`config.mk`:
```
export PLATFORM = sky130hd
export DESIGN_NAME = uir_ctrl
export DESIGN_NICKNAME = d
export VERILOG_FILES = /design/src/rtl/core/uir_pkg.sv /design/src/rtl/core/uir_ctrl.sv
export SDC_FILE = /design/constraint.sdc
export NUM_CORES = 1
export LEC_CHECK = 0
export BUFFER_PORTS_ARGS = -buffer_cell sky130_fd_sc_hd__buf_2
export CORE_AREA = 2 2 39 41
export CTS_CLUSTER_SIZE = 14
export DETAILED_ROUTE_END_ITERATION = 12
export DIE_AREA = 0 0 41 43
export SYNTH_ARGS = -nofsm -noshare
export SYNTH_HDL_FRONTEND = slang
export SYNTH_SLANG_ARGS = --single-unit
export TNS_END_PERCENT = 50
```
`constraint.sdc`:
```
create_clock -name clk -period 2.3 [get_ports clk]
set_input_delay 0.23 -clock clk [delete_from_list [all_inputs] [get_ports clk]]
set_output_delay 0.23 -clock clk [all_outputs]
set_load 0.1 [all_outputs]
```
`src/rtl/core/uir_pkg.sv`:
```
// Shared types, constants and codes of the unique identifier registry.
package uir_pkg;

  localparam int TYPE_COUNT     = 8;
  localparam int SLOTS_PER_TYPE = 64;
  localparam int TOTAL_SLOTS    = TYPE_COUNT * SLOTS_PER_TYPE;

  localparam int IDENT_W = 32;
  localparam int ENTRY_W = IDENT_W + 1;
  localparam int ADDR_W  = (TOTAL_SLOTS > 1) ? $clog2(TOTAL_SLOTS) : 1;
  localparam int SLOT_W  = (SLOTS_PER_TYPE > 1) ? $clog2(SLOTS_PER_TYPE) : 1;
  localparam int SLOT_CW = $clog2(SLOTS_PER_TYPE + 1);

  localparam logic [1:0] KIND_ADD    = 2'd0;
  localparam logic [1:0] KIND_REMOVE = 2'd1;
  localparam logic [1:0] KIND_TEST   = 2'd2;

  localparam logic signed [IDENT_W-1:0] NO_IDENT = -32'sd1;

  typedef struct packed {
    logic [1:0]                kind;
    logic [2:0]                id_type;
    logic signed [IDENT_W-1:0] ident;
  } req_t;

  typedef struct packed {
    logic accepted;
    logic store_full;
  } rsp_t;

  typedef struct packed {
    logic start;
    logic clear_wr;
    logic scan;
    logic finish;
  } ctrl_cmd_t;

  typedef struct packed {
    logic needs_scan;
    logic clear_last;
    logic scan_done;
    logic out_free;
  } dp_status_t;

endpackage

```
`src/rtl/core/uir_ctrl.sv`:
```
// Control state machine of the unique identifier registry.
module uir_ctrl import uir_pkg::*; (
  input  logic       clk,
  input  logic       rst,
  input  logic       req_valid,
  output logic       req_ready,
  input  dp_status_t status,
  output ctrl_cmd_t  cmd
);

  typedef enum logic [3:0] {
    ST_CLEAR  = 4'b0001,
    ST_IDLE   = 4'b0010,
    ST_SCAN   = 4'b0100,
    ST_UPDATE = 4'b1000
  } state_t;

  state_t state;
  state_t state_next;

  assign req_ready    = (state == ST_IDLE);
  assign cmd.start    = req_ready && req_valid;
  assign cmd.clear_wr = (state == ST_CLEAR);
  assign cmd.scan     = (state == ST_SCAN);
  assign cmd.finish   = (state == ST_UPDATE) && status.out_free;

  always_comb begin
    state_next = state;
    unique case (state)
      ST_CLEAR: begin
        if (status.clear_last) state_next = ST_IDLE;
      end
      ST_IDLE: begin
        if (req_valid) state_next = status.needs_scan ? ST_SCAN : ST_UPDATE;
      end
      ST_SCAN: begin
        if (status.scan_done) state_next = ST_UPDATE;
      end
      ST_UPDATE: begin
        if (status.out_free) state_next = ST_IDLE;
      end
      default: state_next = ST_CLEAR;
    endcase
  end

  always_ff @(posedge clk) begin
    if (rst) begin
      state <= ST_CLEAR;
    end else begin
      state <= state_next;
    end
  end

  a_no_start_outside_idle: assert property (@(posedge clk) disable iff (rst)
    cmd.start |=> (state == ST_SCAN) || (state == ST_UPDATE))
    else $error("transaction accepted without entering scan or update");

  a_finish_returns_idle: assert property (@(posedge clk) disable iff (rst)
    cmd.finish |=> (state == ST_IDLE))
    else $error("update did not return to idle");

endmodule

```
; Word-level counts from Yosys, hierarchy flattened
; Index checks and enable logic that the tools add are counted.
[classes]
muxes = 6
eq_ne = 8
reduce_logical = 3
[op_table]
columns = operator, count
row1 = 2-to-1 mux 4 bit, 5
row2 = one-hot mux 4 bit (4 select lines), 1
row3 = inequality test 2 bit (second input constant), 4
row4 = == test 4 x 1 -> 1 bit (second input constant), 1
row5 = == test 4 x 2 -> 1 bit (second input constant), 1
row6 = == test 4 x 3 -> 1 bit (second input constant), 1
row7 = == test 4 bit (second input constant), 1
row8 = AND reduction 4 bit, 1
row9 = logical AND 1 bit, 2
[word_totals]
output_inout_bits = 5
regBits = 4

; Depth between registers and ports, before layout
; Gate-level depths: netlist (run 1).
[logic_depth]
word_depth = 3
ltp_mapped = 5
ltp_nobuf = 4

; Least setup slack after synthesis (run 1)
; No wires, ideal clock.
[synth_path]
kind = flip-flop to flip-flop
startpoint = register state[0]
endpoint = register state[0]
arrival_time_ps = 3895
setup_slack_ps = -1713
setup_ps = 118
stages_incl_launch_ff = 6
path_buffers = 1
path_cell_list = dfxtp_1 > buf_4 > inv_1 > nor4_1 > a32o_1 > nand2b_1
[synth_rtl]
columns = element, line_no
row1 = from (decl), uir_ctrl.sv:18  ; state_t state;
row2 = from (signal assigned), uir_ctrl.sv:50  ; state <= state_next;

==> results.toml, run 1 <==
[run_status]
status = "complete, no violations"

[power]
p_int_uw = 192
p_leak_nw = 0.169
power.total_uw = 355
max-vdd-ir-drop_v = 0.000249
clockPowerShare_pct = 22.5
switching_share_pct = 45.9
pwr-share-comb_pct = 46.9
seqPwrFrac_pct = 30.6
switchingPower_uw = 163
p_per_area_nw_per_um2 = 800

[worst_setup_path]
cp_max_fo = 9
critPathLaunchType = "flip-flop"
cp.arrival_ps = 1790
critPathCaptureType = "output pin"
criticalPathCategory = "flip-flop to output pin"
ff2ff_setup_slack_ps = 880
worstPathRequired_ps = 2070

[synth]
synth_xor_area_share_pct = 2.63
synth_fa_ha_area_share_pct = 0
yosysWarnings = 0
syn_avg_cell_area_um2 = 8.12
ys_ff_latch = 4
synth_compound_area_share_pct = 18.8
seq_area_frac_synth_pct = 24.1
async_flop_share_pct = 0
syn-instance-count = 41
synth_mux_area_share_pct = 6.02
synth-simple-area-share_pct = 39.8
ys_types = 21
synth_nets = 48
syn-cell-area_um2 = 333
synth-edff-count = 0
synth_top_family_by_area = "simple AND/OR/NAND/NOR gates"
synth-main-ff-cell = "dfxtp_1"

[final_layout]
largest_register_ffs = 4
nNetsFinal = 60
post-route-util_pct = 32.1
drive_above_1_share_pct = 41.2
largest-register = "state"
reg.largest.list = "state x4"
antennaDiodeCount = 0
finalNonFillerCells = 67
syn_to_final_growth_pct = 33.5

[floorplanning]
die_w_um = 41
core_um2 = 1380
dieHeight_um = 43
dieArea_um2 = 1760
ios = 12
start_util_pct = 24.1
fp-row-count = 14

[min_path]
min_path_type = "primary input to flip-flop"

[placed_design]
gp_congestion = 0.743
numPortBuffers = 11
dp_cells = 64
hpwl_um = 559

[clocking]
ctsHoldBuffers = 0
post-cts-setup-buffer-count = 0
clock-sinks = 4
cts_resized = 0
cts_tree = "yes"
clk_pin_slew_worst_paths_ps = 40
cts_max_level = 1
cts_buffer_depth = 2
numCtsBuffers = 3
clockRootBuffer = "clkbuf_4"
clock_latency_ps = 220

[global_route]
antenna_found_initial = 0
grt_max_degree = 13
grt_pass1_wl_mm = 1.16
busiest_layer = "met2"
grtUsageMet1_pct = 12.9
overflow = 0
met3_usage_pct = 1.57
use_met2_pct = 14.1
grt_pass1_vias = 302
grt_util_all_layers_pct = 9.15

[drt]
drt-initial-drc-count = 0
drt-vias-per-instance = 4.79
ant_nets = 0
wire_per_inst_um = 10.9
wl_um = 727
dr.pass1.iters = 1
num_vias = 321
drcViolationCount = 0

[timing]
finalCriticalPeriod_ps = 2020
fin_hold_ws_ps = 283
fin_crit_sh_pct = 88.0
worst_pin_slew_ps = 557
setup_viol = 0
slew_headroom_pct = 62.8
rsz0062_at_grt = "no"
max_freq_ghz = 0.494
slew_violations = 0
fin_tns_setup_ps = 0
fin_skew_ps = 5.06
hold_viol_final = 0

[run]
drv_cap = 0
[synthesized netlist by cell type, types with 2 or more instances]
| cell type | instances | area [um^2] |
|---|---|---|
| nand3b_1 | 2 | 15.0 |
| buf_2 | 2 | 10.0 |
| nor2_1 | 2 | 7.51 |
| nand2b_1 | 5 | 31.3 |
| nor3_1 | 3 | 15.0 |
| mux2i_1 | 2 | 20.0 |
| buf_4 | 2 | 15.0 |
| nor4_1 | 2 | 12.5 |
| o21ai_0 | 2 | 10.0 |
| nand2_1 | 2 | 7.51 |
| nor3b_1 | 4 | 30.0 |
| dfxtp_1 | 4 | 80.1 |
[path summary, 6_finish.rpt]
path | startpoint | endpoint | cells past startpoint
max reg2reg | state[3] | state[1] | 3
min | rst | state[0] | 2
max | state[0] | cmd[2] | 3
min reg2reg | state[1] | state[1] | 2
[area by class of cell]
type,instances,area [um^2]
inverter,1,3.75
timing repair buffer,11,55.1
fill,163,940
multi-input combinational,32,263
clock buffer,3,22.5
tap,16,20.0
sequential,4,80.1
[layer usage]
metal / share of wire (%) / up-vias
li1: - / 174
met1: 47 / 140
met2: 50 / 7
met3: 2.8 / 0
met4: 0 / 0
met5: 0 / -
[stage by stage]
step / instance area [um^2] / worst slack [ps]
3_5_place_dp: 422 / 501
6_report: 444 / 276
2_1_floorplan: 372 / -187
4_1_cts: 444 / 260
3_3_place_gp: 422 / 520
5_1_grt: 444 / 197
[worst max-delay path, stage by stage (launching register included)]
cell     delay [ps]
dfxtp_1         620
inv_1           170
nor4_4          310
buf_2           470
[cells by family (layout without fill, tap and decap cells)]
family | Yosys count | in the layout
AOI/OAI and AO/OA | 7 | 7
xor gates and xnor gates | 1 | 1
buffers and inverters | 5 | 15
DFF | 4 | 4
muxes | 2 | 2
and+or+nand+nor | 22 | 22
[cells in the final DEF (no fill, tap or decap)]
| cell type | instances |
|---|---|
| nand3b_1 | 2 |
| xnor2_1 | 1 |
| nor4_4 | 1 |
| o21ai_2 | 1 |
| nor3_1 | 1 |
| a21oi_1 | 1 |
| nor3b_1 | 4 |
| nor4_2 | 1 |
| o21ai_0 | 2 |
| nor3_2 | 1 |
| nand2b_1 | 5 |
| nor3_4 | 1 |
| nand2_1 | 2 |
| dfxtp_1 | 4 |
| inv_1 | 1 |
| o21bai_1 | 1 |
| o31ai_4 | 1 |
| a32o_1 | 1 |
| mux2i_1 | 2 |
| clkbuf_4 | 3 |
| and2_2 | 1 |
| buf_2 | 11 |
| nor2_1 | 2 |
| or4_1 | 1 |
[power by group through the flow]
stage	logic (mW)	clock network, mW	registers, mW
6_report	0.167	0.0799	0.109
3_3_place_gp	0.168	0	0.110
3_5_place_dp	0.169	0	0.110
4_1_cts	0.169	0.0826	0.109
5_1_grt	0.178	0.0918	0.112
2_1_floorplan	0.176	0	0.0814
Note: power is estimated with default switching activity, not from simulation.
==> run 2, diff against run 1 <==
--- a/config.mk
+++ b/config.mk
@@ -5,11 +5,13 @@
 export SDC_FILE = /design/constraint.sdc
 export NUM_CORES = 1
 export LEC_CHECK = 0
+export ABC_AREA = 1
 export BUFFER_PORTS_ARGS = -buffer_cell sky130_fd_sc_hd__buf_2
 export CORE_AREA = 2 2 39 41
 export CTS_CLUSTER_SIZE = 14
 export DETAILED_ROUTE_END_ITERATION = 12
 export DIE_AREA = 0 0 41 43
+export SLEW_MARGIN = 20
 export SYNTH_ARGS = -nofsm -noshare
 export SYNTH_HDL_FRONTEND = slang
 export SYNTH_SLANG_ARGS = --single-unit
==> constraint.sdc (replaced) <==
create_clock -name clk -period 2 [get_ports clk]
set_input_delay 0.2 -clock clk [delete_from_list [all_inputs] [get_ports clk]]
set_output_delay 0.2 -clock clk [all_outputs]
set_load 0.1 [all_outputs]
==> results.toml, run 2 <==
[run_status]
status = "complete, no violations"

[drt]
wire_per_inst_um = 7.76
ant_nets = 0
num_vias = 343
wl_um = 644
drcViolationCount = 0
drt-vias-per-instance = 4.13
dr.pass1.iters = 4
drt-initial-drc-count = 7

[power]
max-vdd-ir-drop_v = 0.000573
p_per_area_nw_per_um2 = 1810
power.total_uw = 742
p_leak_nw = 0.249

[timing]
worst_pin_slew_ps = 485
slew_headroom_pct = 67.9
fin_hold_ws_ps = 225
max_freq_ghz = 0.592
hold_viol_final = 0
setup_viol = 0
fin_skew_ps = 2.98
finalCriticalPeriod_ps = 1690
fin_crit_sh_pct = 84.5
rsz0062_at_grt = "no"
fin_tns_setup_ps = 0
slew_violations = 0

[floorplanning]
die_w_um = 41
start_util_pct = 22.3
ios = 12
core_um2 = 1380
dieHeight_um = 43
dieArea_um2 = 1760
fp-row-count = 14

[synth]
syn-cell-area_um2 = 309
synth_common_cells = "inv_1, nand2_1, nor2_1"
yosysWarnings = 0
synth-main-ff-cell = "dfxtp_1"
synth_top_area_share_pct = 25.9
async_flop_share_pct = 0
synth_nets = 60
seq_area_frac_synth_pct = 25.9
syn_avg_cell_area_um2 = 5.83
synth_top_cell_by_area = "dfxtp_1"
syn-instance-count = 53
synth-edff-count = 0
ys_ff_latch = 4
ys_types = 10
synthTopCellsByArea = "dfxtp_1, inv_1, nor2_2, nand2_1, nor2_1"
yosysMostFrequentCell = "inv_1"

[global_route]
grt_max_degree = 7
grt_pass1_wl_mm = 1.06
overflow = 0
grt_util_all_layers_pct = 8.94
antenna_found_initial = 0
grt_pass1_vias = 297

[final_layout]
syn_to_final_growth_pct = 32.4
nNetsFinal = 76
layout_common_cells = "inv_1, buf_2, nand2_1, nor2_1, nor2_2"
largest_register_ffs = 4
reg.largest.list = "state x4"
drive_above_1_share_pct = 37.3
antennaDiodeCount = 0
final_common_cell = "inv_1"
finalNonFillerCells = 83
largest-register = "state"
fin_area_um2 = 409

[worst_setup_path]
r2r_start = "state[3]"
criticalPathCategory = "flip-flop to output pin"
critPathCaptureType = "output pin"
reg2regPathDepth = 7
critPathSlowestCell = "buf_2"
crit_top_cell = "inv_1"
r2r-end = "state[3]"
ff2ff_setup_slack_ps = 900
cp_max_fo = 4
worstPathRequired_ps = 1800
max_stage_delay_ps = 420
critPathLaunchType = "flip-flop"
path_cells = "inv_1, nor2_1, and2_1, inv_1, nor2_2, buf_2"
cp.arrival_ps = 1490

[min_path]
min_path_cells = 3
min_from = "rst"
min_path_type = "primary input to flip-flop"
holdPathEnd = "state[0]"

[placed_design]
numPortBuffers = 11
gp_congestion = 0.735
hpwl_um = 505
placed_cell_area_um2 = 387
dp_cells = 80

[clocking]
cts_max_level = 1
clock-sinks = 4
clock_latency_ps = 230
cts_resized = 0
post-cts-setup-buffer-count = 0
clockRootBuffer = "clkbuf_4"
numCtsBuffers = 3
cts_tree = "yes"
ctsHoldBuffers = 0
clk_pin_slew_worst_paths_ps = 40
cts_buffer_depth = 2

[run]
drv_cap = 0
[run 2: worst max-delay path by stage]
stage | slack (ps) | endpoint | from
after floorplan | -50 | cmd[3] | state[1]
after global placement | 600 | cmd[0] | state[3]
after detailed placement | 550 | cmd[0] | state[3]
after CTS | 290 | cmd[0] | state[3]
after global routing | 170 | cmd[0] | state[3]
final | 310 | cmd[0] | state[3]
[run 2: routing by layer]
metal  vias up  GRT usage, %  wire length [um]  part of all wire [%]
met4         0          2.00                 0                     0
met2        12          12.5               286                    44
met5         -             0                 0                     0
li1        183             -                 -                     -
met3         0          6.28                54                   8.4
met1       148          10.9               303                    47
[run 2: final cells by class]
| cell class | count | area [um^2] |
|---|---|---|
| multi-input cells | 36 | 183 |
| well taps | 16 | 20.0 |
| inverters | 13 | 48.8 |
| repair buffers | 11 | 55.1 |
| fillers | 167 | 975 |
| clock buffers | 3 | 22.5 |
| flip-flops and latches | 4 | 80.1 |
[run 2: power breakdown]
part	internal, mW	total [mW]	switching, mW
registers	0.114	0.150	0.0362
clock network	0.0671	0.0994	0.0323
logic	0.119	0.492	0.373
total	0.300	0.742	0.442
[run 2: metrics by stage]
stage / util (%) / setup slack, ps
after floorplan: - / -52.6
after global placement: 27.9 / 597
after detailed placement: 27.9 / 547
after CTS: 29.6 / 292
after global routing: 29.6 / 175
final: 29.6 / 310
[run 2: logic make-up (layout without fill, tap and decap cells)]
kind of cell | after synthesis | in the layout | share of synthesized area, %
AO/OA/AOI/OAI | 1 | 1 | 2.83
buffers and inverters | 13 | 27 | 15.8
flip-flops | 4 | 4 | 25.9
AND/OR/NAND/NOR | 35 | 35 | 55.5
[run 2: critical path, delay by kind of cell (launching register included)]
| kind | cells | cell delay, ps |
|---|---|---|
| buf+inv | 3 | 520 |
| flops | 1 | 380 |
| simple gates | 3 | 350 |
